File: config.mk
export PLATFORM = sky130hd
export DESIGN_NAME = adc_window_threshold_note_trigger
export DESIGN_NICKNAME = d
export VERILOG_FILES = /design/src/hw/rtl/awtnt_pkg.sv /design/src/hw/rtl/adc_window_threshold_note_trigger.sv /design/src/hw/rtl/awtnt_front.sv /design/src/hw/rtl/awtnt_queue.sv /design/src/hw/rtl/awtnt_back.sv
export SDC_FILE = /design/constraint.sdc
export NUM_CORES = 1
export LEC_CHECK = 0
export BUFFER_PORTS_ARGS = -buffer_cell sky130_fd_sc_hd__buf_4
export CAP_MARGIN = 30
export CORE_MARGIN = 2
export CORE_UTILIZATION = 53
export DETAILED_ROUTE_END_ITERATION = 10
export PLACE_DENSITY = 0.82
export SYNTH_ARGS = -nofsm -noshare
export SYNTH_HDL_FRONTEND = slang
export SYNTH_HIERARCHICAL = 1
export SYNTH_SLANG_ARGS = --single-unit
File: constraint.sdc
create_clock -name clk -period 7.58 [get_ports clk]
set_input_delay 1.516 -clock clk [delete_from_list [all_inputs] [get_ports clk]]
set_output_delay 1.516 -clock clk [all_outputs]
set_load 0.02 [all_outputs]
File: src/hw/rtl/awtnt_pkg.sv
// Package for the ADC window threshold note trigger.
// Holds register indexes, reset values, the configuration and message
// structs and the byte selector enum; depends on nothing.
package awtnt_pkg;

	localparam int CFG_INDEX_W = 3;
	localparam int CFG_DATA_W  = 16;
	localparam int SUM_W       = 16;

	localparam logic [CFG_INDEX_W-1:0] CFG_THRESHOLD = 3'd0;
	localparam logic [CFG_INDEX_W-1:0] CFG_DISCARD   = 3'd1;
	localparam logic [CFG_INDEX_W-1:0] CFG_WINDOW    = 3'd2;
	localparam logic [CFG_INDEX_W-1:0] CFG_STATUS    = 3'd3;
	localparam logic [CFG_INDEX_W-1:0] CFG_NOTE      = 3'd4;
	localparam logic [CFG_INDEX_W-1:0] CFG_VELOCITY  = 3'd5;

	localparam logic [15:0] THRESHOLD_RST = 16'hFE4A;
	localparam logic [3:0]  DISCARD_RST   = 4'd4;
	localparam logic [4:0]  WINDOW_RST    = 5'd1;
	localparam logic [7:0]  STATUS_RST    = 8'h99;
	localparam logic [6:0]  NOTE_RST      = 7'h24;
	localparam logic [6:0]  VELOCITY_RST  = 7'h45;

	localparam logic [SUM_W-1:0] SUM_MAX = 16'h7FFF;
	localparam logic [SUM_W-1:0] SUM_MIN = 16'h8000;

	typedef struct packed {
		logic signed [15:0] threshold;
		logic [3:0]         discard;
		logic [4:0]         window;
		logic [7:0]         status;
		logic [6:0]         note;
		logic [6:0]         velocity;
	} cfg_t;

	typedef struct packed {
		logic [7:0] status;
		logic [6:0] note;
		logic [6:0] velocity;
	} msg_t;

	typedef enum logic [1:0] {
		SEL_STATUS,
		SEL_NOTE,
		SEL_VELOCITY
	} sel_t;

endpackage

File: src/hw/rtl/adc_window_threshold_note_trigger.sv
// ADC window threshold note trigger: top level with configuration registers.
// Instantiates awtnt_front, awtnt_queue and awtnt_back; uses awtnt_pkg.
//
// Usage:
//   Input channel (in_valid / in_stall, conversion_ready, adc_sample): one
//   transaction per ADC status read. Transactions with conversion_ready low
//   are taken and ignored. Discarded samples and window sums are handled in
//   the cycle of acceptance; a new transaction may be offered every cycle.
//   Output channel (out_valid / out_stall, midi_byte, last_byte): a note-on
//   leaves as three transactions (status, note, velocity), last_byte set on
//   the velocity byte. The status byte passes through the message queue and
//   the output register after the input transaction that closed the window;
//   the following bytes come one a cycle while the receiver does not stall.
//   Throughput: one input transaction per cycle while in_stall is low. Each
//   message takes three output bytes, so a run of closely spaced notes can
//   outpace the byte stream. A two-entry message queue sits between the
//   front end and the byte register, so in_stall rises only while two
//   messages are in the queue (the older one possibly part sent).
//   Receiver stall: hold the current byte in the output register; the front
//   end keeps taking samples until the queue fills.
//   Configuration: cfg_write with cfg_index and cfg_data, only while idle;
//   unknown indexes are dropped.
//   Reset: arst_n clears counters, the window sum, the queue and the output
//   valid flag, re-arms the trigger and loads the default register values.
module adc_window_threshold_note_trigger
	import awtnt_pkg::*;
#(
	parameter int SAMPLE_BITS = 12,
	parameter int MAX_WINDOW  = 16
) (
	input  logic                          clk,
	input  logic                          arst_n,
	input  logic                          cfg_write,
	input  logic [CFG_INDEX_W-1:0]        cfg_index,
	input  logic [CFG_DATA_W-1:0]         cfg_data,
	input  logic                          in_valid,
	output logic                          in_stall,
	input  logic                          conversion_ready,
	input  logic signed [SAMPLE_BITS-1:0] adc_sample,
	output logic                          out_valid,
	input  logic                          out_stall,
	output logic [7:0]                    midi_byte,
	output logic                          last_byte
);

	cfg_t cfg_q;
	logic q_full;
	logic q_not_empty;
	logic push;
	logic pop;
	msg_t push_msg;
	msg_t q_head;

	// Register file: decode the index and keep only the register's width.
	always_ff @(posedge clk or negedge arst_n) begin
		if (!arst_n) begin
			cfg_q.threshold <= THRESHOLD_RST;
			cfg_q.discard   <= DISCARD_RST;
			cfg_q.window    <= WINDOW_RST;
			cfg_q.status    <= STATUS_RST;
			cfg_q.note      <= NOTE_RST;
			cfg_q.velocity  <= VELOCITY_RST;
		end else if (cfg_write) begin
			unique case (cfg_index)
				CFG_THRESHOLD: cfg_q.threshold <= cfg_data;
				CFG_DISCARD:   cfg_q.discard   <= cfg_data[3:0];
				CFG_WINDOW:    cfg_q.window    <= cfg_data[4:0];
				CFG_STATUS:    cfg_q.status    <= cfg_data[7:0];
				CFG_NOTE:      cfg_q.note      <= cfg_data[6:0];
				CFG_VELOCITY:  cfg_q.velocity  <= cfg_data[6:0];
				default: ;
			endcase
		end
	end

	// Front end: window accounting and the trigger decision.
	awtnt_front #(
		.SAMPLE_BITS (SAMPLE_BITS),
		.MAX_WINDOW  (MAX_WINDOW)
	) u_front (
		.clk              (clk),
		.arst_n           (arst_n),
		.cfg              (cfg_q),
		.in_valid         (in_valid),
		.in_stall         (in_stall),
		.conversion_ready (conversion_ready),
		.adc_sample       (adc_sample),
		.q_full           (q_full),
		.push             (push),
		.push_msg         (push_msg)
	);

	// Decouple the trigger from the byte stream.
	awtnt_queue u_queue (
		.clk       (clk),
		.arst_n    (arst_n),
		.push      (push),
		.push_msg  (push_msg),
		.pop       (pop),
		.full      (q_full),
		.not_empty (q_not_empty),
		.head      (q_head)
	);

	// Back end: three bytes per message through the output register.
	awtnt_back u_back (
		.clk         (clk),
		.arst_n      (arst_n),
		.q_not_empty (q_not_empty),
		.q_head      (q_head),
		.pop         (pop),
		.out_valid   (out_valid),
		.out_stall   (out_stall),
		.midi_byte   (midi_byte),
		.last_byte   (last_byte)
	);

endmodule

File: src/hw/rtl/awtnt_front.sv
// Front end: accepts ADC transactions, discards, sums and compares a window,
// and pushes a note-on message into the queue. Depends on awtnt_pkg.
module awtnt_front
	import awtnt_pkg::*;
#(
	parameter int SAMPLE_BITS = 12,
	parameter int MAX_WINDOW  = 16
) (
	input  logic                          clk,
	input  logic                          arst_n,
	input  cfg_t                          cfg,
	input  logic                          in_valid,
	output logic                          in_stall,
	input  logic                          conversion_ready,
	input  logic signed [SAMPLE_BITS-1:0] adc_sample,
	input  logic                          q_full,
	output logic                          push,
	output msg_t                          push_msg
);

	localparam int CW = $clog2(MAX_WINDOW + 1);
	localparam int LW = ((CW > 5) ? CW : 5) + 1;
	localparam logic [LW-1:0] MAX_LEN = LW'(MAX_WINDOW);

	logic [3:0]       discard_cnt_q;
	logic [CW-1:0]    window_cnt_q;
	logic [SUM_W-1:0] sum_q;
	logic             held_q;

	logic                    take;
	logic                    discarding;
	logic [SUM_W:0]          sample_ext;
	logic [SUM_W:0]          sum_wide;
	logic signed [SUM_W-1:0] sum_sat;
	logic [LW-1:0]           len;
	logic [LW-1:0]           cnt_next;
	logic                    win_done;
	logic                    fire;
	logic                    rearm;

	assign in_stall = q_full;
	assign take     = in_valid && !in_stall && conversion_ready;

	assign discarding = discard_cnt_q < cfg.discard;

	assign sample_ext = {{(SUM_W + 1 - SAMPLE_BITS){adc_sample[SAMPLE_BITS-1]}}, adc_sample};
	assign sum_wide   = {sum_q[SUM_W-1], sum_q} + sample_ext;

	always_comb begin
		if (sum_wide[SUM_W] != sum_wide[SUM_W-1]) begin
			sum_sat = sum_wide[SUM_W] ? SUM_MIN : SUM_MAX;
		end else begin
			sum_sat = sum_wide[SUM_W-1:0];
		end
	end

	// Zero-length window counts as one; clamp long windows to the maximum.
	always_comb begin
		if (cfg.window == 5'd0) begin
			len = LW'(1);
		end else if (LW'(cfg.window) > MAX_LEN) begin
			len = MAX_LEN;
		end else begin
			len = LW'(cfg.window);
		end
	end

	assign cnt_next = LW'(window_cnt_q) + LW'(1);
	assign win_done = cnt_next >= len;
	assign fire     = win_done && (sum_sat < cfg.threshold) && !held_q;
	assign rearm    = win_done && (sum_sat > cfg.threshold);

	assign push              = take && !discarding && fire;
	assign push_msg.status   = cfg.status;
	assign push_msg.note     = cfg.note;
	assign push_msg.velocity = cfg.velocity;

	always_ff @(posedge clk or negedge arst_n) begin
		if (!arst_n) begin
			discard_cnt_q <= '0;
			window_cnt_q  <= '0;
			sum_q         <= '0;
			held_q        <= 1'b0;
		end else if (take) begin
			if (discarding) begin
				discard_cnt_q <= discard_cnt_q + 4'd1;
			end else if (win_done) begin
				discard_cnt_q <= '0;
				window_cnt_q  <= '0;
				sum_q         <= '0;
				if (fire) begin
					held_q <= 1'b1;
				end else if (rearm) begin
					held_q <= 1'b0;
				end
			end else begin
				window_cnt_q <= cnt_next[CW-1:0];
				sum_q        <= sum_sat;
			end
		end
	end

endmodule

File: src/hw/rtl/awtnt_queue.sv
// Two-entry message queue between the front end and the byte serialiser.
// Depends on awtnt_pkg.
module awtnt_queue
	import awtnt_pkg::*;
(
	input  logic clk,
	input  logic arst_n,
	input  logic push,
	input  msg_t push_msg,
	input  logic pop,
	output logic full,
	output logic not_empty,
	output msg_t head
);

	msg_t       entry_q [2];
	logic       wr_ptr_q;
	logic       rd_ptr_q;
	logic [1:0] count_q;

	assign full      = count_q == 2'd2;
	assign not_empty = count_q != 2'd0;
	assign head      = entry_q[rd_ptr_q];

	always_ff @(posedge clk) begin
		if (push) begin
			entry_q[wr_ptr_q] <= push_msg;
		end
	end

	always_ff @(posedge clk or negedge arst_n) begin
		if (!arst_n) begin
			wr_ptr_q <= 1'b0;
			rd_ptr_q <= 1'b0;
			count_q  <= 2'd0;
		end else begin
			if (push) begin
				wr_ptr_q <= !wr_ptr_q;
			end
			if (pop) begin
				rd_ptr_q <= !rd_ptr_q;
			end
			if (push && !pop) begin
				count_q <= count_q + 2'd1;
			end else if (pop && !push) begin
				count_q <= count_q - 2'd1;
			end
		end
	end

endmodule

File: src/hw/rtl/awtnt_back.sv
// Back end: serialises each queued message into three MIDI bytes through an
// output register. Depends on awtnt_pkg.
module awtnt_back
	import awtnt_pkg::*;
(
	input  logic       clk,
	input  logic       arst_n,
	input  logic       q_not_empty,
	input  msg_t       q_head,
	output logic       pop,
	output logic       out_valid,
	input  logic       out_stall,
	output logic [7:0] midi_byte,
	output logic       last_byte
);

	sel_t       sel_q;
	sel_t       sel_next;
	logic       load;
	logic [7:0] byte_next;
	logic       last_next;
	logic       out_valid_q;
	logic [7:0] midi_byte_q;
	logic       last_byte_q;

	assign load = q_not_empty && (!out_valid_q || !out_stall);

	always_comb begin
		sel_next = sel_q;
		if (load) begin
			unique case (sel_q)
				SEL_STATUS:   sel_next = SEL_NOTE;
				SEL_NOTE:     sel_next = SEL_VELOCITY;
				SEL_VELOCITY: sel_next = SEL_STATUS;
				default:      sel_next = SEL_STATUS;
			endcase
		end
	end

	always_comb begin
		byte_next = q_head.status;
		last_next = 1'b0;
		unique case (sel_q)
			SEL_STATUS: begin
				byte_next = q_head.status;
				last_next = 1'b0;
			end
			SEL_NOTE: begin
				byte_next = {1'b0, q_head.note};
				last_next = 1'b0;
			end
			SEL_VELOCITY: begin
				byte_next = {1'b0, q_head.velocity};
				last_next = 1'b1;
			end
			default: begin
				byte_next = q_head.status;
				last_next = 1'b0;
			end
		endcase
	end

	// Release the queue entry once its final byte is loaded.
	assign pop = load && last_next;

	always_ff @(posedge clk or negedge arst_n) begin
		if (!arst_n) begin
			sel_q       <= SEL_STATUS;
			out_valid_q <= 1'b0;
		end else begin
			sel_q <= sel_next;
			if (load) begin
				out_valid_q <= 1'b1;
			end else if (!out_stall) begin
				out_valid_q <= 1'b0;
			end
		end
	end

	always_ff @(posedge clk) begin
		if (load) begin
			midi_byte_q <= byte_next;
			last_byte_q <= last_next;
		end
	end

	assign out_valid = out_valid_q;
	assign midi_byte = midi_byte_q;
	assign last_byte = last_byte_q;

endmodule

* After elaboration in Yosys (flattened, before gate mapping) *
Memories as Yosys holds them, arrays and structs flattened.
Index checks and enable logic that the tools add are counted.

word-level totals
  output and inout port bits = 11
  RAM bits = 44
  input port bits = 37
  memories = 1
  latch bits = 0
  bits in read-only memories = 0
  register bits = 89

memory list
  memory           words  width  read ports  clocked after memory_dff  write ports  RTL line           text
  u_queue.entry_q  2      22     1           0                         1            awtnt_queue.sv:16  msg_t entry_q [2];

operators by class
  shift operators = 0
  $add $sub $neg = 5
  bitwise gates (word level) = 1
  multiplexer cells = 19
  reductions and logical operators = 37
  multiply operators = 0
  divide/modulo/power cells = 0
  equal/unequal tests = 10
  $lt $le $gt $ge = 5

operators with widths
  kind                 count
  $mux 16              3
  $add 16x12->17       1
  $gt 16x16->1         1
  $lt 16x16->1         1
  $pmux 8 s2           1
  $reduce_and 2->1     8
  $logic_and 1x1->1    11
  $mux 5               2
  $logic_not 1->1      9
  $mux 4               2
  $reduce_bool 2->1    4
  $mux 1               7
  $add 5x1->6 const B  1
  $eq 3x2->1 const B   2
  $eq 3x3->1 const B   2
  $ge 6x6->1           1
  $mux 6               1
  $gt 5x5->1 const B   1
  $logic_not 5->1      1
  $add 4x1->4 const B  1
  $eq 2x2->1 const B   2
  $lt 4x4->1           1
  $mux 2               2
  $pmux 2 s2           1
  11 further kinds     11

* Longest topological paths before layout *
Gate-level depths: netlist (run 1).

  depth in word-level cells = 11
  gate-level depth with buffers = 23
  depth with buffers taken out = 21

* By module *
The synthesis (run 1) kept the hierarchy.

by module, submodules not included
  module                             seq. area each (um2)  instances  area each (um2)  cells each
  awtnt_front                        650.6                 1          2864.0           318
  adc_window_threshold_note_trigger  1202.4                1          1824.2           102
  awtnt_queue                        1421.4                1          1780.5           84
  awtnt_back                         345.3                 1          600.6            47

* Least setup slack after synthesis (run 1) *
No wires, ideal clock.

  path kind = input -> register
  start = input adc_sample[0]
  end = memory u_queue/entry_q[0][0] (netlist bit) (enable)
  path slack = 0.867 ns
  stages = 19
  data required time = 7.177 ns
  data arrival time = 6.310 ns
  path buffers = 2
  cells stage by stage = ha_1 fa_1 a21oi_1 o21ai_2 a31oi_4 o21ai_1 o221a_2 buf_6 buf_4 maj3_2 ha_1 a21o_1 a21o_1 a21o_1 a211oi_1 o21ai_0 mux2_2 nor3_1 nor2b_1

on the way
  longest elaborated chain between the ends = 9
  elaborated cells between the ends (all ways) = 10
  those cells by class = add/sub: 1; order compare: 1; eq/ne: 1; mux: 4; reduce/logical: 3

ends and longest elaborated chain
  what                                   RTL line                                 text
  start: declaration                     adc_window_threshold_note_trigger.sv:39  input logic signed [SAMPLE_BITS-1:0] adc_sample,
  $add 16x12->17 (*)                     awtnt_front.sv:47                        assign sum_wide = {sum_q[SUM_W-1], sum_q} + sample_ext;
  $mux 16 or $ne 1x1->1 (tied branches)  awtnt_front.sv:51, awtnt_front.sv:50
  $mux 16 (*)                            awtnt_front.sv:50                        if (sum_wide[SUM_W] != sum_wide[SUM_W-1]) begin
  $lt 16x16->1 (*)                       awtnt_front.sv:70                        assign fire = win_done && (sum_sat < cfg.threshold) && !held_q;
  $logic_and 1x1->1 (*) (2 in a row)     awtnt_front.sv:70
  $logic_and 1x1->1 (*)                  awtnt_front.sv:73                        assign push = take && !discarding && fire;
  named net push                         adc_window_threshold_note_trigger.sv:49  logic push;
  $mux 1 (*)                             awtnt_queue.sv:26                        if (push) begin
  $mux 1 (not written as such) (*)       awtnt_queue.sv:27                        entry_q[wr_ptr_q] <= push_msg;
  end: declaration                       awtnt_queue.sv:16

The timed path passes the listed nets; every way through them passes the cells marked *.

* Final worst setup path (run 1) *
  start = input adc_sample[0]
  end = memory u_queue/entry_q[0][19] (netlist bit) (enable)

The elaborated chain is that of the path after synthesis.

==> results of run 1 <==
[kinds of logic (layout without fill, tap and decap cells)]
logic type | after synthesis | count (layout) | synth area share (%)
flops | 133 | 133 | 51.2
mux | 75 | 75 | 12.0
xor+xnor | 20 | 20 | 2.74
simple gates | 92 | 92 | 7.13
compound gates | 102 | 102 | 10.6
fa+ha+maj | 63 | 63 | 10.9
buf+inv | 66 | 114 | 5.43
[path summary, 6_finish.rpt]
| path | slack, ns | end | startpoint |
|---|---|---|---|
| max | 1.52 | u_queue/entry_q[0][19] | adc_sample[0] |
| min | 0.47 | u_queue/entry_q[1][7] | cfg_q[7] |
| max reg2reg | 2.34 | u_queue/entry_q[0][19] | u_front/sum_q[0] |
| min reg2reg | 0.47 | u_queue/entry_q[1][7] | cfg_q[7] |
| max in group asynchronous | 5.95 | cfg_q[32] | arst_n |
| min in group asynchronous | 0.99 | u_queue/rd_ptr_q | arst_n |
[cell usage after synthesis, drive strengths merged, types with 4 or more instances]
cell / instances
buf: 33
clkbuf: 4
inv: 29
and2: 4
a21o: 18
nand4: 5
nor3: 5
nand2b: 4
nand3: 8
nor2: 18
ha: 47
o21ai: 18
xnor2: 10
dfstp: 21
nand2: 26
a22o: 18
xor2: 10
nor2b: 6
a21oi: 22
edfxtp: 53
maj3: 15
a22oi: 8
dfrtp: 59
mux2: 73
[report_power, final]
part / internal (W) / total [W] / switching, W / leakage, nW
Clock: 0.000518 / 0.000834 / 0.000316 / 0.295
Combinational: 0.000679 / 0.00143 / 0.000753 / 1.73
Sequential: 0.000964 / 0.00110 / 0.000140 / 1.43
[routing by layer]
layer / vias up / wire (um)
li1: 2074 / -
met1: 2193 / 6120
met2: 89 / 7250
met3: 30 / 525
met4: 0 / 333
met5: - / 0
[through the flow]
stage	total power [W]	hold slack, ns	cells
after floorplan	0.00223	0.447	551
after global placement	0.00246	0.447	740
after detailed placement	0.00253	0.464	743
after CTS	0.00338	0.471	775
after global routing	0.00359	0.484	775
final	0.00337	0.469	775
[critical path: cells and delay by family]
family	cells	cell delay [ns]
AOI/OAI and AO/OA	10	2.07
adders and majority gates	4	1.32
buffers and inverters	2	0.42
muxes	1	0.28
and+or+nand+nor	2	0.53
[final cells by class]
type                    count  area, um^2
clock inverters            10        91.3
clock buffers              22         518
fillers                  1009        5090
inverters                  29         109
flip-flops and latches    133        3620
multi-input cells         352        3070
well taps                 176         220
repair buffers             53         425
[sequential cells by signal, summed over array words and instances, names as in the netlist]
register               flops
cfg_q                     47
u_back/last_byte           1
u_back/midi_byte           8
u_back/out_valid           1
u_back/sel_q               2
u_front/discard_cnt_q      4
u_front/held_q             1
u_front/sum_q             16
u_front/window_cnt_q       5
u_queue/count_q            2
u_queue/entry_q           44
u_queue/rd_ptr_q           1
u_queue/wr_ptr_q           1
==> reports/results.tsv, run 1 <==
metric	value	unit
outcome	complete, no violations	
crit_top_cell	a21o_1	
startpoint_type	input pin	
grt_pass1_wl	23200	um
critPathSlowestCell	fa_1	
dp_hpwl	10000	um
die_width	119	um
coreArea	13100	um^2
hp-class	reg -> reg	
crit_chain	buf_4 -> ha_1 -> fa_1 -> a21oi_1 -> o21ai_2 -> a31oi_4 -> o21ai_1 -> o221a_2 -> maj3_2 -> ha_1 -> a21o_1 -> a21o_1 -> a21o_1 -> a211oi_1 -> o21ai_0 -> mux2_2 -> nor3_1 -> nor2b_1 -> buf_4	
synth_top_area_share	22.5	%
grtUsageMet2	35.5	%
synthesis.nets	636	
synth_edf_count	53	
drt_iter0_drc	244	
clock_sinks	133	
cts_resized	0	
finalWeightedCongestion	0.838	
num_rows	42	
die-area	14300	um^2
hold_viol_final	0	
die_h	119	um
clkTransAtPathRegs	0.06	ns
io_buffers	47	
synth.largest_area_cell	edfxtp_1	
r2r_cells	18	
postCtsHoldBufs	0	
start_util	53.8	%
firstDrtPassIters	5	
fmax	0.165	GHz
syn2layout_area_growth	13.9	%
synth.area.top_cells	edfxtp_1 (23%), dfrtp_1 (21%), mux2_2 (11%)	
htreeDepth	4	
power.density_cell_area	419	nW/um^2
antenna_found_initial	0	
cts_buffers	17	
finalInstanceArea	8050	um^2
cts_tree	built	
viasPerCell	5.66	
worstSkewPairLatency	0.42	ns
wirelength	14200	um
io_pins	48	
fin_skew	0.00797	ns
clock_path_buffers	2	
gr-usage-all-layers	21.1	%
fin_nets	671	
drive_above_1_share	33.9	%
critPathCaptureType	flip-flop	
setup_viol	0	
report.final.slew_viol_count	0	
via_count	4386	
synth_flop_cell	dfrtp_1	
crit_type	in -> reg	
num_antenna_cells	0	
post_cts_buffers	0	
final_cell_mix	mux2_2 (71), dfrtp_1 (59), edfxtp_1 (53)	
ys_seq_area_share	51.2	%
busiest_layer	met2	
dpl_cell_area	7440	um^2
rsz0062_at_grt	no	
setup-tns-final	0	ns
slew_headroom	34.5	%
slowest_delay	0.42	ns
grt-ovfl-total	0	
synthDistinctLibCells	63	
drtAntennaViolNets	0	
preCtsSetupSlack	1.09	ns
wl_per_cell	18.4	um
ys_async_sr_fraction	60.2	%
leakage	3.46	nW
root_buffer	clkbuf_16	
grt_pass1_vias	4583	
hold_depth	0	
cap_violations	0	
layout_commonest_cell	mux2_2	
synth_seq_cells	133	
synth_cells	551	
avgSynthCellArea	12.8	um^2
grtUsageMet1	25.8	%
setup_ws	1.52	ns
cp_max_fo	22	
drc	0	
min_period	6.06	ns
ir_worst_vdd	201	uV
fin_util	61.3	%
syn_area	7070	um^2
worstPathRequired	7.67	ns
fin_crit_sh	80.0	%
grt_max_degree	61	
ys_warn_count	6	
grt_use_met3	5.70	%
tightest_slew	0.983	ns
critPathArrivalTime	6.15	ns
No activity file was read; power rests on OpenSTA's default activity.
==> inputs of run 2 (changes only) <==
Settings changed: ABC_AREA from default to 1, PLACE_DENSITY 0.82 to 0.85.
Clock period 7.58 ns to 5.1 ns, I/O delays scaled along.
==> run 2 against run 1 <==
  * Cell count is 40% higher
  * Setup slack worse by 1.0 ns
  * Register-to-register slack worse by 1.5 ns
  * Critical path depth is 6 higher
  * Worst hold slack worse by 0.0033 ns
  * Total power is 44% higher
  * Wire length is 8.0% higher
  * Count of clock-buffer cells in the layout is 3 lower
  * Clock power is 34% higher
  * Synthesized cell count is 57% higher
  * Combinational power is 50% higher
  * Clock skew is 0.0013 ns higher
  * Critical endpoint is now u_queue/entry_q[0][4]
  * Largest power group unchanged
==> reports/results.tsv, run 2 <==
metric	value	unit	change
outcome	complete, no violations		unchanged
report.final.slew_viol_count	0		unchanged
root_buffer	clkbuf_16		unchanged
io_buffers	47		unchanged
synth_edf_count	53		unchanged
gr-usage-all-layers	21.7	%	was 21.1%
start_util	54.3	%	was 53.8%
synth_flop_cell	dfrtp_1		unchanged
coreArea	13900	um^2	was 13,100 um^2
cap_violations	0		unchanged
worstReg2RegEnd	u_queue/entry_q[0][4]		was u_queue/entry_q[0][19]
critPathArrivalTime	4.72	ns	was 6.15 ns
grt_pass1_vias	5279		was 4,583
worstPathRequired	5.22	ns	was 7.67 ns
drt_iter0_drc	733		was 244
viasPerCell	5.25		was 5.66
num_antenna_cells	0		unchanged
synth_cells	863		was 551
wl_per_cell	14.2	um	was 18.4 um
preCtsSetupSlack	0.234	ns	was 1.09 ns
hp-class	reg -> reg		unchanged
num_rows	43		was 42
hold_viol_final	0		unchanged
busiest_layer	met2		unchanged
htreeDepth	4		unchanged
syn2layout_area_growth	11.3	%	was 13.9%
synth_top_area_share	21.0	%	was 22.5%
fin_crit_sh	90.2	%	
synth_commonest_cells	nand2_1 (337), inv_1 (76), nand3_1 (70)		was mux2_2 (71), dfrtp_1 (59), edfxtp_1 (53)
startpoint_type	input pin		unchanged
r2r_slack	0.83	ns	was 2.34 ns
syn_area	7570	um^2	was 7070 um^2
largest_register	cfg_q		unchanged
die-area	15200	um^2	was 14,300 um^2
die_h	123	um	was 119 um
fin_skew	0.00929	ns	was 0.00797 ns
die_width	123	um	was 119 um
layout_commonest_cell	nand2_1		was mux2_2
dpl_cell_area	7870	um^2	was 7440 um^2
dp_hpwl	10800	um	was 10,000 um
synth.most_common_cell	nand2_1		was mux2_2
setup_viol	0		unchanged
drc	0		unchanged
slew_headroom	34.4	%	was 34.5%
grt_max_degree	46		was 61
cp_max_fo	22		unchanged
antenna_found_initial	0		unchanged
crit_type	in -> reg		unchanged
tightest_slew	0.984	ns	was 0.983 ns
grt_use_met3	5.40	%	was 5.70%
rsz0062_at_grt	no		unchanged
setup_ws	0.501	ns	was 1.52 ns
avgSynthCellArea	8.77	um^2	was 12.8 um^2
r2r-start	u_front/sum_q[0]		unchanged
cts_buffers	17		unchanged
drtAntennaViolNets	0		unchanged
min_period	4.60	ns	
fmax	0.217	GHz	
postCtsHoldBufs	0		unchanged
r2r_cells	24		was 18
worstSkewPairLatency	0.42	ns	about the same
ys_seq_area_share	47.8	%	was 51.2%
largest_register_ff_count	47		unchanged
grt_pass1_wl	25200	um	was 23,200 um
final_cell_mix	nand2_1 (337), inv_1 (76), nand3_1 (70)		was mux2_2 (71), dfrtp_1 (59), edfxtp_1 (53)
clock_path_buffers	2		unchanged
min_to	cfg_q[37]		was u_queue/entry_q[1][7]
setup-tns-final	0	ns	unchanged
cts_tree	built		unchanged
via_count	5688		was 4,386
fin_nets	976		was 671
finalWeightedCongestion	0.878		was 0.838
hold_depth	2		was 0
wirelength	15400	um	was 14,200 um
clkTransAtPathRegs	0.06	ns	about the same
grtUsageMet2	34.6	%	was 35.5%
synthesis.nets	948		was 636
ys_warn_count	6		unchanged
ir_worst_vdd	279	uV	was 201 uV
firstDrtPassIters	5		unchanged
leakage	4.23	nW	was 3.46 nW
power.density_cell_area	576	nW/um^2	was 419 nW/um^2
drive_above_1_share	18.4	%	was 33.9%
finalInstanceArea	8420	um^2	was 8050 um^2
dpl.cell_count	1052		was 743
synth.area.top_cells	edfxtp_1 (21%), dfrtp_1 (20%), nand2_1 (17%)		was edfxtp_1 (23%), dfrtp_1 (21%), mux2_2 (11%)
synth.largest_area_cell	edfxtp_1		unchanged
clock_sinks	133		unchanged
synth_seq_cells	133		unchanged
instances_no_fill	1084		was 775
grtUsageMet1	29.1	%	was 25.8%
ys_async_sr_fraction	60.2	%	unchanged
io_pins	48		unchanged
critPathCaptureType	flip-flop		unchanged
fill_cells	1102		was 1,009
top_regs	cfg_q x47, u_queue/entry_q x44, u_front/sum_q x16		unchanged
hp-start	cfg_q[37]		was cfg_q[7]
post_cts_buffers	0		unchanged
cts_resized	0		unchanged
grt-ovfl-total	0		unchanged
hold_slack	0.466	ns	was 0.469 ns
synthDistinctLibCells	40		was 63
[run 2: power breakdown]
part	switching, W	leakage, nW	total (W)	internal (W)
Sequential	0.000182	1.46	0.00159	0.00140
Clock	0.000454	0.264	0.00112	0.000667
Combinational	0.00132	2.50	0.00214	0.000818
Total	0.00196	4.23	0.00485	0.00289
[run 2: metrics by stage]
step	util, %	power, W
3_3_place_gp	56.4	0.00360
2_1_floorplan	-	0.00331
6_report	60.4	0.00485
3_5_place_dp	56.5	0.00369
4_1_cts	60.4	0.00485
5_1_grt	60.4	0.00521
[run 2: worst max path at each step]
stage | to | startpoint | slack [ns]
4_1_cts | u_queue/entry_q[0][20] | adc_sample[0] | 0.55
6_report | u_queue/entry_q[0][4] | adc_sample[0] | 0.50
3_5_place_dp | u_queue/entry_q[0][16] | adc_sample[0] | 0.23
5_1_grt | u_queue/entry_q[0][19] | adc_sample[0] | 0.25
3_3_place_gp | u_queue/entry_q[0][16] | adc_sample[0] | 0.33
2_1_floorplan | u_queue/entry_q[0][0] | adc_sample[0] | 0.32
[run 2: routing by layer]
| layer | vias to the layer above | share of wire (%) |
|---|---|---|
| li1 | 2825 | - |
| met1 | 2660 | 45 |
| met2 | 179 | 48 |
| met3 | 24 | 5.3 |
| met4 | 0 | 1.7 |
| met5 | - | 0 |
[run 2: kinds of logic (layout without fill, tap and decap cells)]
group,count (synthesis),after routing,synth area share [%]
fa+ha+maj,48,48,8.04
simple gates,469,469,26.3
flops,133,133,47.8
compound gates,49,49,4.05
buf+inv,127,168,8.75
mux,22,22,3.27
xor+xnor,15,15,1.74
[run 2: worst max-delay path, cell delays in order]
cell	delay, ns
buf_4	0.11
ha_1	0.21
fa_1	0.41
nand2_1	0.08
nand2_1	0.08
nand3_1	0.10
nand2_2	0.08
nand2_1	0.09
nand2_1	0.05
nand2_1	0.07
nand2_2	0.07
inv_2	0.11
nand2_8	0.11
inv_4	0.18
a21oi_1	0.07
ha_1	0.29
nand2_1	0.08
nor4_1	0.41
nand2_1	0.15
nand3_1	0.10
nand4_1	0.13
nor2_1	0.28
inv_1	0.09
nor2_2	0.14
buf_12	0.19
[run 2: final cells by class]
type | count | area (um^2) | share of cell area (%)
multi-input combinational | 603 | 3290 | 39.0
clock buffer | 19 | 433 | 5.14
inverter | 85 | 322 | 3.82
tap | 180 | 225 | 2.67
sequential | 133 | 3620 | 43.0
timing repair buffer | 51 | 420 | 4.99
clock inverter | 13 | 113 | 1.34
==> inputs of run 3 (changes only) <==
Settings changed: CORE_MARGIN 2 to 10, CORE_UTILIZATION 53 to 55, PLACE_DENSITY 0.85 to 0.87.
==> run 3 against run 2 <==
  * Sequential power is essentially flat
  * Clock power grew 9.8%
  * Core utilization grew 3.0 points
  * Wire length grew 8.0%
  * Non-clock buffer count is the same
  * Critical path type unchanged
  * Highest routed layer unchanged
==> reports/results.tsv, run 3 (same netlist as run 2, synthesis figures left out) <==
metric	value	unit	change
rsz0062_at_grt	no		unchanged
timing.critical_path.buf_inv	5		unchanged
cts_buffers	17		unchanged
via_count	5763		was 5,688
coreArea	13300	um^2	was 13,900 um^2
cap_violations	0		unchanged
leakage	4.26	nW	was 4.23 nW
firstDrtPassIters	5		unchanged
cp_max_fo	22		unchanged
drtAntennaViolNets	0		unchanged
antenna_found_initial	0		unchanged
cts_resized	0		unchanged
top_regs	cfg_q x47, u_queue/entry_q x44, u_front/sum_q x16		unchanged
min_period	4.61	ns	was 4.60 ns
worstPathRequired	5.22	ns	about the same
dp_hpwl	11300	um	was 10,800 um
clock_path_buffers	2		unchanged
fill_cells	1030		was 1,102
gr-usage-all-layers	18.1	%	was 21.7%
hp-class	in -> async		was reg -> reg
finalWeightedCongestion	0.832		was 0.878
io_buffers	47		unchanged
fmax	0.217	GHz	about the same
critPathSlowestCell	fa_1		unchanged
ir_worst_vdd	252	uV	was 279 uV
cts_tree	built		unchanged
dpl.cell_count	1047		was 1,052
io_pins	48		unchanged
power.density_cell_area	590	nW/um^2	was 576 nW/um^2
num_rows	42		was 43
layout_commonest_cell	nand2_1		unchanged
slowest_delay	0.41	ns	about the same
crit_type	in -> reg		unchanged
htreeDepth	4		unchanged
total_power	0.00500	W	was 0.00485 W
syn2layout_area_growth	12.0	%	was 11.3%
root_buffer	clkbuf_16		unchanged
path_delay_family	simple AND/OR/NAND/NOR gates		unchanged
startpoint_type	input pin		unchanged
drt_iter0_drc	626		was 733
slew_headroom	34.8	%	was 34.4%
setup_viol	0		unchanged
grt_max_degree	81		was 46
grt_pass1_wl	27100	um	was 25,200 um
worstSkewPairLatency	0.42	ns	about the same
wl_per_cell	15.4	um	was 14.2 um
critPathArrivalTime	4.73	ns	was 4.72 ns
crit_top_cell	nand2_1		unchanged
largest_register_ff_count	47		unchanged
tightest_slew	0.978	ns	was 0.984 ns
final_cell_mix	nand2_1 (337), inv_1 (76), nand3_1 (70)		unchanged
grt_pass1_vias	5772		was 5,279
clkTransAtPathRegs	0.06	ns	about the same
largest_register	cfg_q		unchanged
hold_slack	0.413	ns	was 0.466 ns
post_cts_buffers	0		unchanged
drive_above_1_share	18.6	%	was 18.4%
die_h	137	um	was 123 um
num_antenna_cells	0		unchanged
outcome	complete, no violations		unchanged
report.final.slew_viol_count	0		unchanged
instances_no_fill	1080		was 1,084
fin_nets	976		unchanged
fin_util	63.5	%	was 60.4%
grt-ovfl-total	0		unchanged
die-area	18800	um^2	was 15,200 um^2
fin_crit_sh	90.5	%	was 90.2%
wirelength	16600	um	was 15,400 um
viasPerCell	5.34		was 5.25
critPathCaptureType	flip-flop		unchanged
hold_viol_final	0		unchanged
fin_skew	0.00831	ns	was 0.00929 ns
die_width	137	um	was 123 um
postCtsHoldBufs	0		unchanged
clock_sinks	133		unchanged
setup-tns-final	0	ns	unchanged
drc	0		unchanged
start_util	56.7	%	was 54.3%
[run 3: path summary, 6_finish.rpt]
kind                                  start                       end  slack, ns  depth (start not counted)
setup / recovery              adc_sample[0]    u_queue/entry_q[0][16]       0.49                         28
hold / removal                       arst_n  u_front/discard_cnt_q[0]       0.41                          1
setup reg to reg           u_front/sum_q[0]    u_queue/entry_q[0][16]       0.83                         27
hold reg to reg                   cfg_q[44]                 cfg_q[44]       0.47                          2
max in group asynchronous            arst_n                 cfg_q[22]       4.09                          2
min in group clk                  cfg_q[44]                 cfg_q[44]       0.47                          2
[run 3: worst register-to-register path, delay by kind of cell (launching register included)]
family,cells,cell delay [ns]
adders and majority gates,3,0.94
and+or+nand+nor,18,1.84
buffers and inverters,4,0.58
AOI/OAI and AO/OA,2,0.24
DFF,1,0.38
[run 3: through the flow]
step	area, um^2	setup slack, ns
6_report	8470	0.485
5_1_grt	8470	0.0584
4_1_cts	8440	0.553
3_5_place_dp	7850	0.229
3_3_place_gp	7850	0.329
2_1_floorplan	7570	0.324
[run 3: report_power, final]
group	leakage (nW)	internal (W)	switching, W
clock	0.290	0.000735	0.000499
combinational	2.50	0.000821	0.00135
sequential	1.46	0.00140	0.000193
total	4.26	0.00296	0.00204
[run 3: metal layers]
layer  global-route usage, %  routed length [um]  up-vias
li1                        -                   -     2819
met1                    22.2                7120     2728
met2                    30.2                8110      180
met3                    3.79                 933       36
met4                    7.96                 435        0
met5                       0                   0        -
[run 3: area by class of cell]
type	count	area [um^2]	area share, %
Clock inverter	14	165	1.95
Sequential cell	133	3620	42.7
Tap cell	176	220	2.60
Timing Repair Buffer	51	428	5.05
Multi-Input combinational cell	603	3290	38.8
Inverter	85	322	3.80
Clock buffer	18	429	5.07
